**src/rtl/pwgrle_pkg.sv**
```systemverilog
// Shared types, codes and constants of the raster line encoder.
// Used by every module under rtl/; depends on nothing else.
package pwgrle_pkg;

    // Default and fixed field widths
    localparam int MAX_WIDTH_DEF = 4096;
    localparam int BPP_W         = 3;
    localparam int LINE_W_W      = 13;
    localparam int PAGE_H_W      = 16;
    localparam int PIX_W         = 32;
    localparam int CFG_IDX_W     = 2;
    localparam int CFG_DATA_W    = 16;
    localparam int USER_W        = 5;

    // Run and repeat limits
    localparam logic [7:0] RUN_MAX   = 8'd128;
    localparam logic [8:0] LIT_BASE  = 9'd257;
    localparam logic [7:0] REP_LIMIT = 8'd255;

    // Configuration register indexes
    localparam logic [CFG_IDX_W-1:0] CFG_BPP    = 2'd0;
    localparam logic [CFG_IDX_W-1:0] CFG_WIDTH  = 2'd1;
    localparam logic [CFG_IDX_W-1:0] CFG_HEIGHT = 2'd2;

    // Item mode on the input side
    localparam logic MODE_PUSH  = 1'b0;
    localparam logic MODE_DRAIN = 1'b1;

    // Token kinds
    typedef enum logic [1:0] {
        KIND_REPEAT = 2'd0,
        KIND_CTRL   = 2'd1,
        KIND_PIXEL  = 2'd2
    } t_kind;

    // What is waiting to be emitted
    typedef enum logic [1:0] {
        PEND_NONE      = 2'd0,
        PEND_SWAP      = 2'd1,
        PEND_PAGE      = 2'd2,
        PEND_SWAP_PAGE = 2'd3
    } t_pend;

    // Which token comes next in an emission
    typedef enum logic [1:0] {
        PH_REPEAT = 2'd0,
        PH_CTRL   = 2'd1,
        PH_LIT    = 2'd2,
        PH_RPIX   = 2'd3
    } t_phase;

    // Configuration values as the datapath sees them
    typedef struct packed {
        logic [PIX_W-1:0]    mask;
        logic [PAGE_H_W-1:0] height;
    } t_cfg;

    // Byte mask for the pixel width; zero acts as one, above four as four
    function automatic logic [PIX_W-1:0] pix_mask(input logic [BPP_W-1:0] bpp);
        logic [PIX_W-1:0] m;
        m = 32'hFFFF_FFFF;
        if (bpp <= 3'd1) begin
            m = 32'h0000_00FF;
        end else if (bpp == 3'd2) begin
            m = 32'h0000_FFFF;
        end else if (bpp == 3'd3) begin
            m = 32'h00FF_FFFF;
        end
        return m;
    endfunction

    // Result flags, lowest bit first: accepted, token_valid, token_kind, page_last
    function automatic logic [USER_W-1:0] pack_user(input logic acc, input logic vld,
                                                    input t_kind kind, input logic plast);
        return {plast, kind, vld, acc};
    endfunction

endpackage

```
**src/rtl/pwgrle_ctrl.sv**
```systemverilog
// Sequencer of the encoder: line filling, line comparison, run scanning and
// token emission, plus the result register. Depends on pwgrle_pkg.
module pwgrle_ctrl #(
    parameter int MAX_WIDTH = pwgrle_pkg::MAX_WIDTH_DEF,
    parameter int AW        = $clog2(MAX_WIDTH),
    parameter int CW        = 17
) (
    input  logic                            i_clk,
    input  logic                            i_rst_n,
    input  pwgrle_pkg::t_cfg                i_cfg,
    input  logic [CW-1:0]                   i_width,
    // Input items
    input  logic                            i_in_valid,
    output logic                            o_in_ready,
    input  logic                            i_in_mode,
    input  logic [pwgrle_pkg::PIX_W-1:0]    i_in_pixel,
    // Result items
    output logic                            o_out_valid,
    input  logic                            i_out_ready,
    output logic [pwgrle_pkg::PIX_W-1:0]    o_out_data,
    output logic [pwgrle_pkg::USER_W-1:0]   o_out_user,
    output logic                            o_out_last,
    // Line store port
    output logic                            o_wr_en,
    output logic                            o_wr_bank,
    output logic [AW-1:0]                   o_wr_addr,
    output logic [pwgrle_pkg::PIX_W-1:0]    o_wr_data,
    output logic                            o_rd_en,
    output logic                            o_rd_bank,
    output logic [AW-1:0]                   o_rd_addr,
    input  logic [pwgrle_pkg::PIX_W-1:0]    i_rd_data
);

    typedef enum logic [5:0] {
        S_IDLE  = 6'b000001,
        S_PUSH  = 6'b000010,
        S_FIRST = 6'b000100,
        S_CMP   = 6'b001000,
        S_PIX   = 6'b010000,
        S_OUT   = 6'b100000
    } t_state;

    t_state                        r_state, n_state;
    logic                          r_held_sel, n_held_sel;
    logic                          r_held_vld, n_held_vld;
    logic [7:0]                    r_rep_cnt, n_rep_cnt;
    logic [CW-1:0]                 r_fill_col, n_fill_col;
    logic [pwgrle_pkg::PAGE_H_W-1:0] r_row, n_row;
    logic                          r_match, n_match;
    pwgrle_pkg::t_pend             r_pend, n_pend;
    pwgrle_pkg::t_phase            r_phase, n_phase;
    logic [CW-1:0]                 r_emit_col, n_emit_col;
    logic [7:0]                    r_run, n_run;
    // Scan and push working registers
    logic [7:0]                    r_cnt, n_cnt;
    logic                          r_rep, n_rep;
    logic [pwgrle_pkg::PIX_W-1:0]  r_first, n_first;
    logic [pwgrle_pkg::PIX_W-1:0]  r_prev, n_prev;
    logic [pwgrle_pkg::PIX_W-1:0]  r_pv, n_pv;
    // Pending result
    logic [pwgrle_pkg::PIX_W-1:0]  r_res_data, n_res_data;
    logic [pwgrle_pkg::USER_W-1:0] r_res_user, n_res_user;
    logic                          r_res_last, n_res_last;
    // Output register
    logic                          r_o_valid, n_o_valid;
    logic [pwgrle_pkg::PIX_W-1:0]  r_o_data, n_o_data;
    logic [pwgrle_pkg::USER_W-1:0] r_o_user, n_o_user;
    logic                          r_o_last, n_o_last;

    logic [pwgrle_pkg::PIX_W-1:0]  rd_m;
    logic [CW:0]                   scan_next;
    logic [CW:0]                   scan_now;
    logic [CW-1:0]                 col_step;
    logic [pwgrle_pkg::PAGE_H_W:0] row_inc;
    logic                          page_end;
    logic                          mismatch;
    logic                          line_eq;
    logic                          stop;
    logic                          cont;
    logic [7:0]                    stop_cnt;
    logic [7:0]                    cnt_inc;
    logic                          tok_done;

    assign o_in_ready  = (r_state == S_IDLE);
    assign o_out_valid = r_o_valid;
    assign o_out_data  = r_o_data;
    assign o_out_user  = r_o_user;
    assign o_out_last  = r_o_last;

    assign rd_m      = i_rd_data & i_cfg.mask;
    assign row_inc   = {1'b0, r_row} + 1'b1;
    assign page_end  = row_inc >= {1'b0, i_cfg.height};
    assign cnt_inc   = r_cnt + 8'd1;
    assign scan_now  = {1'b0, r_emit_col} + {{(CW-7){1'b0}}, r_cnt};
    assign scan_next = {1'b0, r_emit_col} + {{(CW-7){1'b0}}, cnt_inc};

    // Next-state logic of the whole sequencer
    always_comb begin
        n_state    = r_state;
        n_held_sel = r_held_sel;
        n_held_vld = r_held_vld;
        n_rep_cnt  = r_rep_cnt;
        n_fill_col = r_fill_col;
        n_row      = r_row;
        n_match    = r_match;
        n_pend     = r_pend;
        n_phase    = r_phase;
        n_emit_col = r_emit_col;
        n_run      = r_run;
        n_cnt      = r_cnt;
        n_rep      = r_rep;
        n_first    = r_first;
        n_prev     = r_prev;
        n_pv       = r_pv;
        n_res_data = r_res_data;
        n_res_user = r_res_user;
        n_res_last = r_res_last;
        n_o_valid  = r_o_valid;
        n_o_data   = r_o_data;
        n_o_user   = r_o_user;
        n_o_last   = r_o_last;
        o_wr_en    = 1'b0;
        o_wr_bank  = ~r_held_sel;
        o_wr_addr  = r_fill_col[AW-1:0];
        o_wr_data  = i_in_pixel & i_cfg.mask;
        o_rd_en    = 1'b0;
        o_rd_bank  = r_held_sel;
        o_rd_addr  = r_emit_col[AW-1:0];
        mismatch   = 1'b0;
        line_eq    = 1'b0;
        stop       = 1'b0;
        cont       = 1'b0;
        stop_cnt   = r_cnt;
        col_step   = r_emit_col;
        tok_done   = 1'b0;

        // The result register empties when the far side takes its item.
        if (r_o_valid && i_out_ready) begin
            n_o_valid = 1'b0;
        end

        unique case (r_state)
            S_IDLE: begin
                if (i_in_valid) begin
                    n_res_data = '0;
                    n_res_user = '0;
                    n_res_last = 1'b0;
                    n_state    = S_OUT;
                    if (i_in_mode == pwgrle_pkg::MODE_PUSH) begin
                        // Store the pixel and fetch the held pixel of the same column.
                        if (r_pend == pwgrle_pkg::PEND_NONE) begin
                            o_wr_en   = 1'b1;
                            o_rd_en   = 1'b1;
                            o_rd_addr = r_fill_col[AW-1:0];
                            n_pv      = i_in_pixel & i_cfg.mask;
                            n_state   = S_PUSH;
                        end
                    end else if (r_pend != pwgrle_pkg::PEND_NONE) begin
                        unique case (r_phase)
                            pwgrle_pkg::PH_REPEAT: begin
                                n_res_user = pwgrle_pkg::pack_user(1'b0, 1'b1,
                                                 pwgrle_pkg::KIND_REPEAT, 1'b0);
                                n_res_data = {24'd0, r_rep_cnt};
                                n_phase    = pwgrle_pkg::PH_CTRL;
                            end
                            pwgrle_pkg::PH_CTRL: begin
                                o_rd_en = 1'b1;
                                n_cnt   = 8'd1;
                                n_state = S_FIRST;
                            end
                            default: begin
                                o_rd_en = 1'b1;
                                n_state = S_PIX;
                            end
                        endcase
                    end
                end
            end

            S_PUSH: begin
                mismatch = r_held_vld && (rd_m != r_pv);
                line_eq  = r_match && !mismatch;
                n_match  = line_eq;
                n_res_user = pwgrle_pkg::pack_user(1'b1, 1'b0, pwgrle_pkg::KIND_REPEAT, 1'b0);
                if ({1'b0, r_fill_col} + 1'b1 >= {1'b0, i_width}) begin
                    // Line complete: start, extend or close the repeat group.
                    if (!r_held_vld) begin
                        n_held_sel = ~r_held_sel;
                        n_held_vld = 1'b1;
                        n_rep_cnt  = 8'd0;
                        if (page_end) begin
                            n_pend = pwgrle_pkg::PEND_PAGE;
                        end
                    end else if (line_eq && r_rep_cnt < pwgrle_pkg::REP_LIMIT) begin
                        n_rep_cnt = r_rep_cnt + 8'd1;
                        if (page_end) begin
                            n_pend = pwgrle_pkg::PEND_PAGE;
                        end
                    end else begin
                        n_pend = page_end ? pwgrle_pkg::PEND_SWAP_PAGE
                                          : pwgrle_pkg::PEND_SWAP;
                    end
                    n_phase    = pwgrle_pkg::PH_REPEAT;
                    n_emit_col = '0;
                    n_run      = 8'd0;
                    n_fill_col = '0;
                    n_match    = 1'b1;
                    n_row      = page_end ? '0 : row_inc[pwgrle_pkg::PAGE_H_W-1:0];
                end else begin
                    n_fill_col = r_fill_col + 1'b1;
                end
                n_state = S_OUT;
            end

            S_FIRST: begin
                // First pixel of the run; look at the next one if the line allows.
                n_first = rd_m;
                n_prev  = rd_m;
                n_rep   = 1'b1;
                if (scan_now < {1'b0, i_width}) begin
                    o_rd_en   = 1'b1;
                    o_rd_addr = scan_now[AW-1:0];
                    n_state   = S_CMP;
                end else begin
                    stop     = 1'b1;
                    stop_cnt = r_cnt;
                end
            end

            S_CMP: begin
                // Decide the run type on the second pixel, then extend the run.
                if (r_cnt == 8'd1) begin
                    n_rep = (rd_m == r_first);
                    cont  = 1'b1;
                end else if (r_rep) begin
                    cont = (rd_m == r_first);
                end else begin
                    cont = (rd_m != r_prev);
                end
                n_prev = rd_m;
                if (cont) begin
                    n_cnt = cnt_inc;
                    if (cnt_inc < pwgrle_pkg::RUN_MAX && scan_next < {1'b0, i_width}) begin
                        o_rd_en   = 1'b1;
                        o_rd_addr = scan_next[AW-1:0];
                    end else begin
                        stop     = 1'b1;
                        stop_cnt = cnt_inc;
                    end
                end else begin
                    stop     = 1'b1;
                    stop_cnt = r_cnt;
                end
            end

            S_PIX: begin
                n_res_user = pwgrle_pkg::pack_user(1'b0, 1'b1, pwgrle_pkg::KIND_PIXEL, 1'b0);
                n_res_data = rd_m;
                if (r_phase == pwgrle_pkg::PH_LIT) begin
                    col_step = r_emit_col + 1'b1;
                    n_run    = (r_run > 8'd0) ? r_run - 8'd1 : 8'd0;
                    tok_done = (n_run == 8'd0);
                end else begin
                    col_step = r_emit_col + {{(CW-8){1'b0}}, r_run};
                    n_run    = 8'd0;
                    tok_done = 1'b1;
                end
                n_emit_col = col_step;
                if (tok_done) begin
                    if (col_step >= i_width) begin
                        // End of the encoded line: release or swap the held line.
                        n_res_last = 1'b1;
                        if (r_pend == pwgrle_pkg::PEND_PAGE) begin
                            n_res_user = pwgrle_pkg::pack_user(1'b0, 1'b1,
                                             pwgrle_pkg::KIND_PIXEL, 1'b1);
                            n_held_vld = 1'b0;
                            n_pend     = pwgrle_pkg::PEND_NONE;
                        end else begin
                            n_held_sel = ~r_held_sel;
                            n_held_vld = 1'b1;
                            n_pend     = (r_pend == pwgrle_pkg::PEND_SWAP_PAGE)
                                         ? pwgrle_pkg::PEND_PAGE : pwgrle_pkg::PEND_NONE;
                        end
                        n_rep_cnt  = 8'd0;
                        n_phase    = pwgrle_pkg::PH_REPEAT;
                        n_emit_col = '0;
                    end else begin
                        n_phase = pwgrle_pkg::PH_CTRL;
                    end
                end
                n_state = S_OUT;
            end

            S_OUT: begin
                if (!r_o_valid || i_out_ready) begin
                    n_o_valid = 1'b1;
                    n_o_data  = r_res_data;
                    n_o_user  = r_res_user;
                    n_o_last  = r_res_last;
                    n_state   = S_IDLE;
                end
            end

            default: begin
                n_state = S_IDLE;
            end
        endcase

        // Run length settled: emit its control byte.
        if (stop) begin
            n_res_user = pwgrle_pkg::pack_user(1'b0, 1'b1, pwgrle_pkg::KIND_CTRL, 1'b0);
            n_res_last = 1'b0;
            n_run      = stop_cnt;
            if (n_rep) begin
                n_res_data = {24'd0, stop_cnt - 8'd1};
                n_phase    = pwgrle_pkg::PH_RPIX;
            end else begin
                n_res_data = {24'd0, 8'(pwgrle_pkg::LIT_BASE - {1'b0, stop_cnt})};
                n_phase    = pwgrle_pkg::PH_LIT;
            end
            n_state = S_OUT;
        end
    end

    // Control state
    always_ff @(posedge i_clk) begin
        if (!i_rst_n) begin
            r_state    <= S_IDLE;
            r_held_sel <= 1'b0;
            r_held_vld <= 1'b0;
            r_rep_cnt  <= 8'd0;
            r_fill_col <= '0;
            r_row      <= '0;
            r_match    <= 1'b1;
            r_pend     <= pwgrle_pkg::PEND_NONE;
            r_phase    <= pwgrle_pkg::PH_REPEAT;
            r_emit_col <= '0;
            r_run      <= 8'd0;
            r_o_valid  <= 1'b0;
        end else begin
            r_state    <= n_state;
            r_held_sel <= n_held_sel;
            r_held_vld <= n_held_vld;
            r_rep_cnt  <= n_rep_cnt;
            r_fill_col <= n_fill_col;
            r_row      <= n_row;
            r_match    <= n_match;
            r_pend     <= n_pend;
            r_phase    <= n_phase;
            r_emit_col <= n_emit_col;
            r_run      <= n_run;
            r_o_valid  <= n_o_valid;
        end
    end

    // Payload and working registers
    always_ff @(posedge i_clk) begin
        r_cnt      <= n_cnt;
        r_rep      <= n_rep;
        r_first    <= n_first;
        r_prev     <= n_prev;
        r_pv       <= n_pv;
        r_res_data <= n_res_data;
        r_res_user <= n_res_user;
        r_res_last <= n_res_last;
        r_o_data   <= n_o_data;
        r_o_user   <= n_o_user;
        r_o_last   <= n_o_last;
    end

endmodule

```
**config.mk**
```make
export PLATFORM = sky130hd
export DESIGN_NAME = pwgrle_ctrl
export DESIGN_NICKNAME = d
export VERILOG_FILES = /design/src/rtl/pwgrle_pkg.sv /design/src/rtl/pwgrle_ctrl.sv
export SDC_FILE = /design/constraint.sdc
export NUM_CORES = 1
export LEC_CHECK = 0
export ABC_AREA = 1
export BUFFER_PORTS_ARGS = -buffer_cell sky130_fd_sc_hd__buf_2
export CORE_MARGIN = 2
export CORE_UTILIZATION = 50
export DETAILED_ROUTE_END_ITERATION = 7
export GPL_ROUTABILITY_DRIVEN = 0
export GPL_TIMING_DRIVEN = 0
export PLACE_DENSITY = 0.76
export SETUP_SLACK_MARGIN = 0.2
export SYNTH_ARGS = -nofsm -noshare
export SYNTH_HDL_FRONTEND = slang
export SYNTH_SLANG_ARGS = --single-unit
```
**constraint.sdc**
```tcl
create_clock -name i_clk -period 5.9 [get_ports i_clk]
set_input_delay 0.59 -clock i_clk [delete_from_list [all_inputs] [get_ports i_clk]]
set_output_delay 0.59 -clock i_clk [all_outputs]
set_load 0.05 [all_outputs]
```
==> results.md <==
STA:
- The clock arrives with 21.38 ps of skew.
- For the pin with the worst max-slew slack, the measured transition is 899.0 ps.
- The total of endpoints with negative setup slack in the final report is 0.
- The final critical-path setup slack is 211.0 ps.
- The number of hold-slack violations in the final timing report is 0.
- The count of final max-slew check failures was 0.
- Of the available clock period, the critical path in the final layout requires 0.9642.
- Setup repair after global routing could not meet its margin everywhere.
- Static timing analysis puts the maximum clock frequency at 175.8 MHz.
- After layout, the minimum clock period comes to 5689 ps.
- The final-layout worst hold slack is 298.2 ps.
- The worst slew margin relative to its limit is 0.3985.

Global route:
- The first global-routing pass estimated ~76000 µm of wire.
- The number of antenna violations at the first check in global routing is 0.
- Entering global routing, the biggest net connects 35 pins.
- The overall overflow remaining after global route is 0.
- Across every metal layer, demand over resource in global routing totals 0.2707.
- The via count of the first global-routing pass is between 10000 and 15000.

Synthesis:
- Among all flip-flop cells after synthesis, the most frequent one is sky130_fd_sc_hd__edfxtp_1.
- The area share of the largest cell type after synthesis is 0.3142.
- In this run the cell area of the synthesized design comes to 16630 µm².
- For this run, the number of Yosys warnings is 0.
- Synthesis produced a netlist whose cell count is 2083.
- Yosys attributes the largest share of cell area to sky130_fd_sc_hd__edfxtp_1 (31%), sky130_fd_sc_hd__nand2_1 (12%), sky130_fd_sc_hd__dfxtp_1 (10%).
- In the post-synthesis netlist, the cell with the most instances is sky130_fd_sc_hd__nand2_1.
- The synthesized netlist contains 62 unique library cells.
- The library cell with the largest summed area after synthesis is sky130_fd_sc_hd__edfxtp_1.
- In the synthesized netlist the async set-or-reset flop fraction comes to 0.
- The part of the Yosys area used for sequential elements is 0.4189.
- The synthesized area per cell is around 8 µm².
- The number of synthesized register bits is 261.
- The net count after synthesis is 2336.
- By count the netlist is led by sky130_fd_sc_hd__nand2_1 (553), sky130_fd_sc_hd__inv_1 (297), sky130_fd_sc_hd__nor2_1 (182).
- The count of flip-flops with a built-in enable after synthesis is 174.

Clock tree:
- The CTS root buffer is sky130_fd_sc_hd__clkbuf_16.
- In this run the number of H-tree levels came out at 1.
- For the worst-skew pair, the clock arrives at the later sink with an insertion delay of slightly below 600 ps.
- TritonCTS built the clock tree.
- After clock tree synthesis, the flow added hold-fix buffers numbering 0.
- The clock net in this run drives a total of 261 sinks.
- No sink is reached through more buffers than the 3 on the longest clock path.
- After clock tree synthesis, the clock-pin slew on the worst setup and hold paths is 70 ps.
- The number of buffers added by the clock tree synthesis step is 28.

Setup path:
- The category of the worst setup path launch point is a flop.
- The worst path arrival time is 5100 ps.
- At the worst endpoint, the required time is around 5300 ps.
- The cell type of the slowest stage on the worst timing path is sky130_fd_sc_hd__edfxtp_1.
- The highest net fanout along the worst path is 5.
- The cell repeated most along the worst path is sky130_fd_sc_hd__nand2_1.
- The element type at the critical path end is an output pin.
- The worst setup path category is reg2out.
- In this design, the stage delay of the slowest critical-path cell is ~470 ps.

Worst hold path:
- The path class of the tightest hold or removal check is in2reg.

Cells and area:
- The proportion of layout cells with a drive suffix above 1 is 0.2071.
- The total inserted antenna cells is 0.
- At the end of the flow, the number of nets in the layout was 2641.
- The count of cells in the finished layout, fillers not included, comes to 2851.
- The area growth from synthesis to final layout is 21.93%.

Floorplanning:
- The floorplan has 66 rows.
- The placeable core area is 32620 µm².
- The die area is 34740 µm².
- The chip width is 186.4 µm.
- The initial cell density of the core is 0.5099.
- about 230 I/O pins were placed.
- From bottom edge to top edge, the die measures between 150 and 200 µm.

Power:
- Summed over all cells, the static leakage comes to 9.702 nW.
- The peak supply drop is 220.0 µV.
- Dividing total power by cell area gives a power density of 252.2 nW/µm².

Detailed routing:
- The final route contains about 15000 vias.
- The average via count per standard cell is around 5.4.
- Before antenna repair, the detailed router went through 6 iterations.
- The met2 layer wire length in the routed design is 23200 µm.
- After detailed routing, no signal wire sits above met4.
- The initial DRC count is 1448.
- The routed wire length is 49080 µm.
- The routed wire length per instance is 17.22 µm.
- The count of antenna-violating nets left after detailed routing is 0.
- The post-detailed-route DRC marker count is 0.
- The routed length on met1 is 19970 µm.
- The wire length on met3 is 3755 µm.

Placement:
- The cell total after placement is 2763.
- Timing analysis after detailed placement gives a worst setup slack of -222.6 ps.
- The HPWL after detailed placement is 36570 µm.
- The number of buffers added on ports is 233.

Flow run:
- The max capacitance violation total is 0.

Outcome:
- The run finished with clean final reports.
-- power by group --
part | total, W | switching [W] | leakage (nW) | internal (W)
combinational | 0.00122 | 0.000860 | 6.96 | 0.000360
clock | 0.00171 | 0.000743 | 0.406 | 0.000968
sequential | 0.00218 | 0.0000569 | 2.33 | 0.00213
total | 0.00511 | 0.00166 | 9.70 | 0.00345
-- final timing paths --
kind | startpoint | endpoint | slack, ps | depth (start not counted)
hold reg to reg | r_res_data[31] | o_out_data[31] | 410 | 0
hold / removal | i_in_pixel[13] | r_pv[13] | 300 | 3
setup / recovery | r_cnt[1] | o_rd_addr[7] | 210 | 32
setup reg to reg | r_cnt[1] | r_res_data[29] | 520 | 33
-- layout by cell type, fill, tap and decap left out, types with 9 or more instances in the layout --
cell type                   count
sky130_fd_sc_hd__nand2_1      541
sky130_fd_sc_hd__inv_1        289
sky130_fd_sc_hd__buf_2        225
sky130_fd_sc_hd__edfxtp_1     174
sky130_fd_sc_hd__nor2_1       171
sky130_fd_sc_hd__a21oi_1      130
sky130_fd_sc_hd__ha_1         102
sky130_fd_sc_hd__nand3_1       87
sky130_fd_sc_hd__dfxtp_1       87
sky130_fd_sc_hd__xor2_1        71
sky130_fd_sc_hd__o21ai_0       59
sky130_fd_sc_hd__buf_4         54
sky130_fd_sc_hd__nand4_1       36
sky130_fd_sc_hd__xnor2_1       35
sky130_fd_sc_hd__clkbuf_1      30
sky130_fd_sc_hd__clkbuf_16     28
sky130_fd_sc_hd__nand2_2       26
sky130_fd_sc_hd__nor3_1        21
sky130_fd_sc_hd__inv_2         17
sky130_fd_sc_hd__buf_6         17
sky130_fd_sc_hd__o211ai_1      16
sky130_fd_sc_hd__nor4_1        12
sky130_fd_sc_hd__nor2_2        10
sky130_fd_sc_hd__or2_2         10
sky130_fd_sc_hd__ha_4          10
sky130_fd_sc_hd__a21oi_2        9
sky130_fd_sc_hd__nor2_4         9
-- registers in the layout, summed over array words and instances, names as in the netlist, 16 cells and up --
| register | count |
|---|---|
| o_out_data | 32 |
| r_emit_col | 17 |
| r_fill_col | 17 |
| r_first | 32 |
| r_prev | 32 |
| r_pv | 32 |
| r_res_data | 32 |
| r_row | 16 |
-- per-layer routing --
metal  GRT usage  vias up
met5           0        -
met4      0.1126        0
met3     0.03649      162
met2      0.4607      765
met1      0.3474     7145
li1            -     7425
-- cell type report --
cell class / count / area [µm²]
fill: 2704 / 12340
multi-input combinational: 1462 / 8770
sequential: 261 / 6967
timing repair buffer: 274 / 1609
inverter: 311 / 1176
clock buffer: 39 / 742.0
tap: 442 / 553.0
buffer: 49 / 316.6
clock inverter: 12 / 138.9
timing repair inverter: 1 / 6.256
-- worst max-delay path: cells and delay by family, from the launching register on --
family / cells / cell delay, ps
buffers and inverters: 6 / 680
xor gates and xnor gates: 2 / 400
and+or+nand+nor: 15 / 1360
AOI/OAI and AO/OA: 6 / 900
DFF: 1 / 470
adders and majority gates: 3 / 680
-- kinds of logic after synthesis --
family          Yosys count  synth area share
flops                   261            0.4189
compound gates          270           0.09224
buf+inv                 360           0.08727
simple gates            960            0.2512
fa+ha+maj               119           0.09088
xor+xnor                113           0.05951
-- per-stage QoR --
step | area [µm²] | utilization | TNS [ps] | total power [W]
global route | 20280 | 0.6217 | 0 | 0.005283
CTS | 19640 | 0.6020 | 0 | 0.005046
global placement | 18350 | 0.5626 | -48590 | 0.003255
detailed placement | 18480 | 0.5664 | -1119 | 0.003311
floorplan | 16630 | - | 0 | 0.002939
finish | 20280 | 0.6217 | 0 | 0.005114
-- what timing repair did --
action                     in CTS  in global routing
resized for setup              48                109
gates cloned                    0                  1
setup endpoints to repair      47                 64
pin swaps                       7                 34
buffers inserted               12                 24
Power figures use the tool's default switching activity.
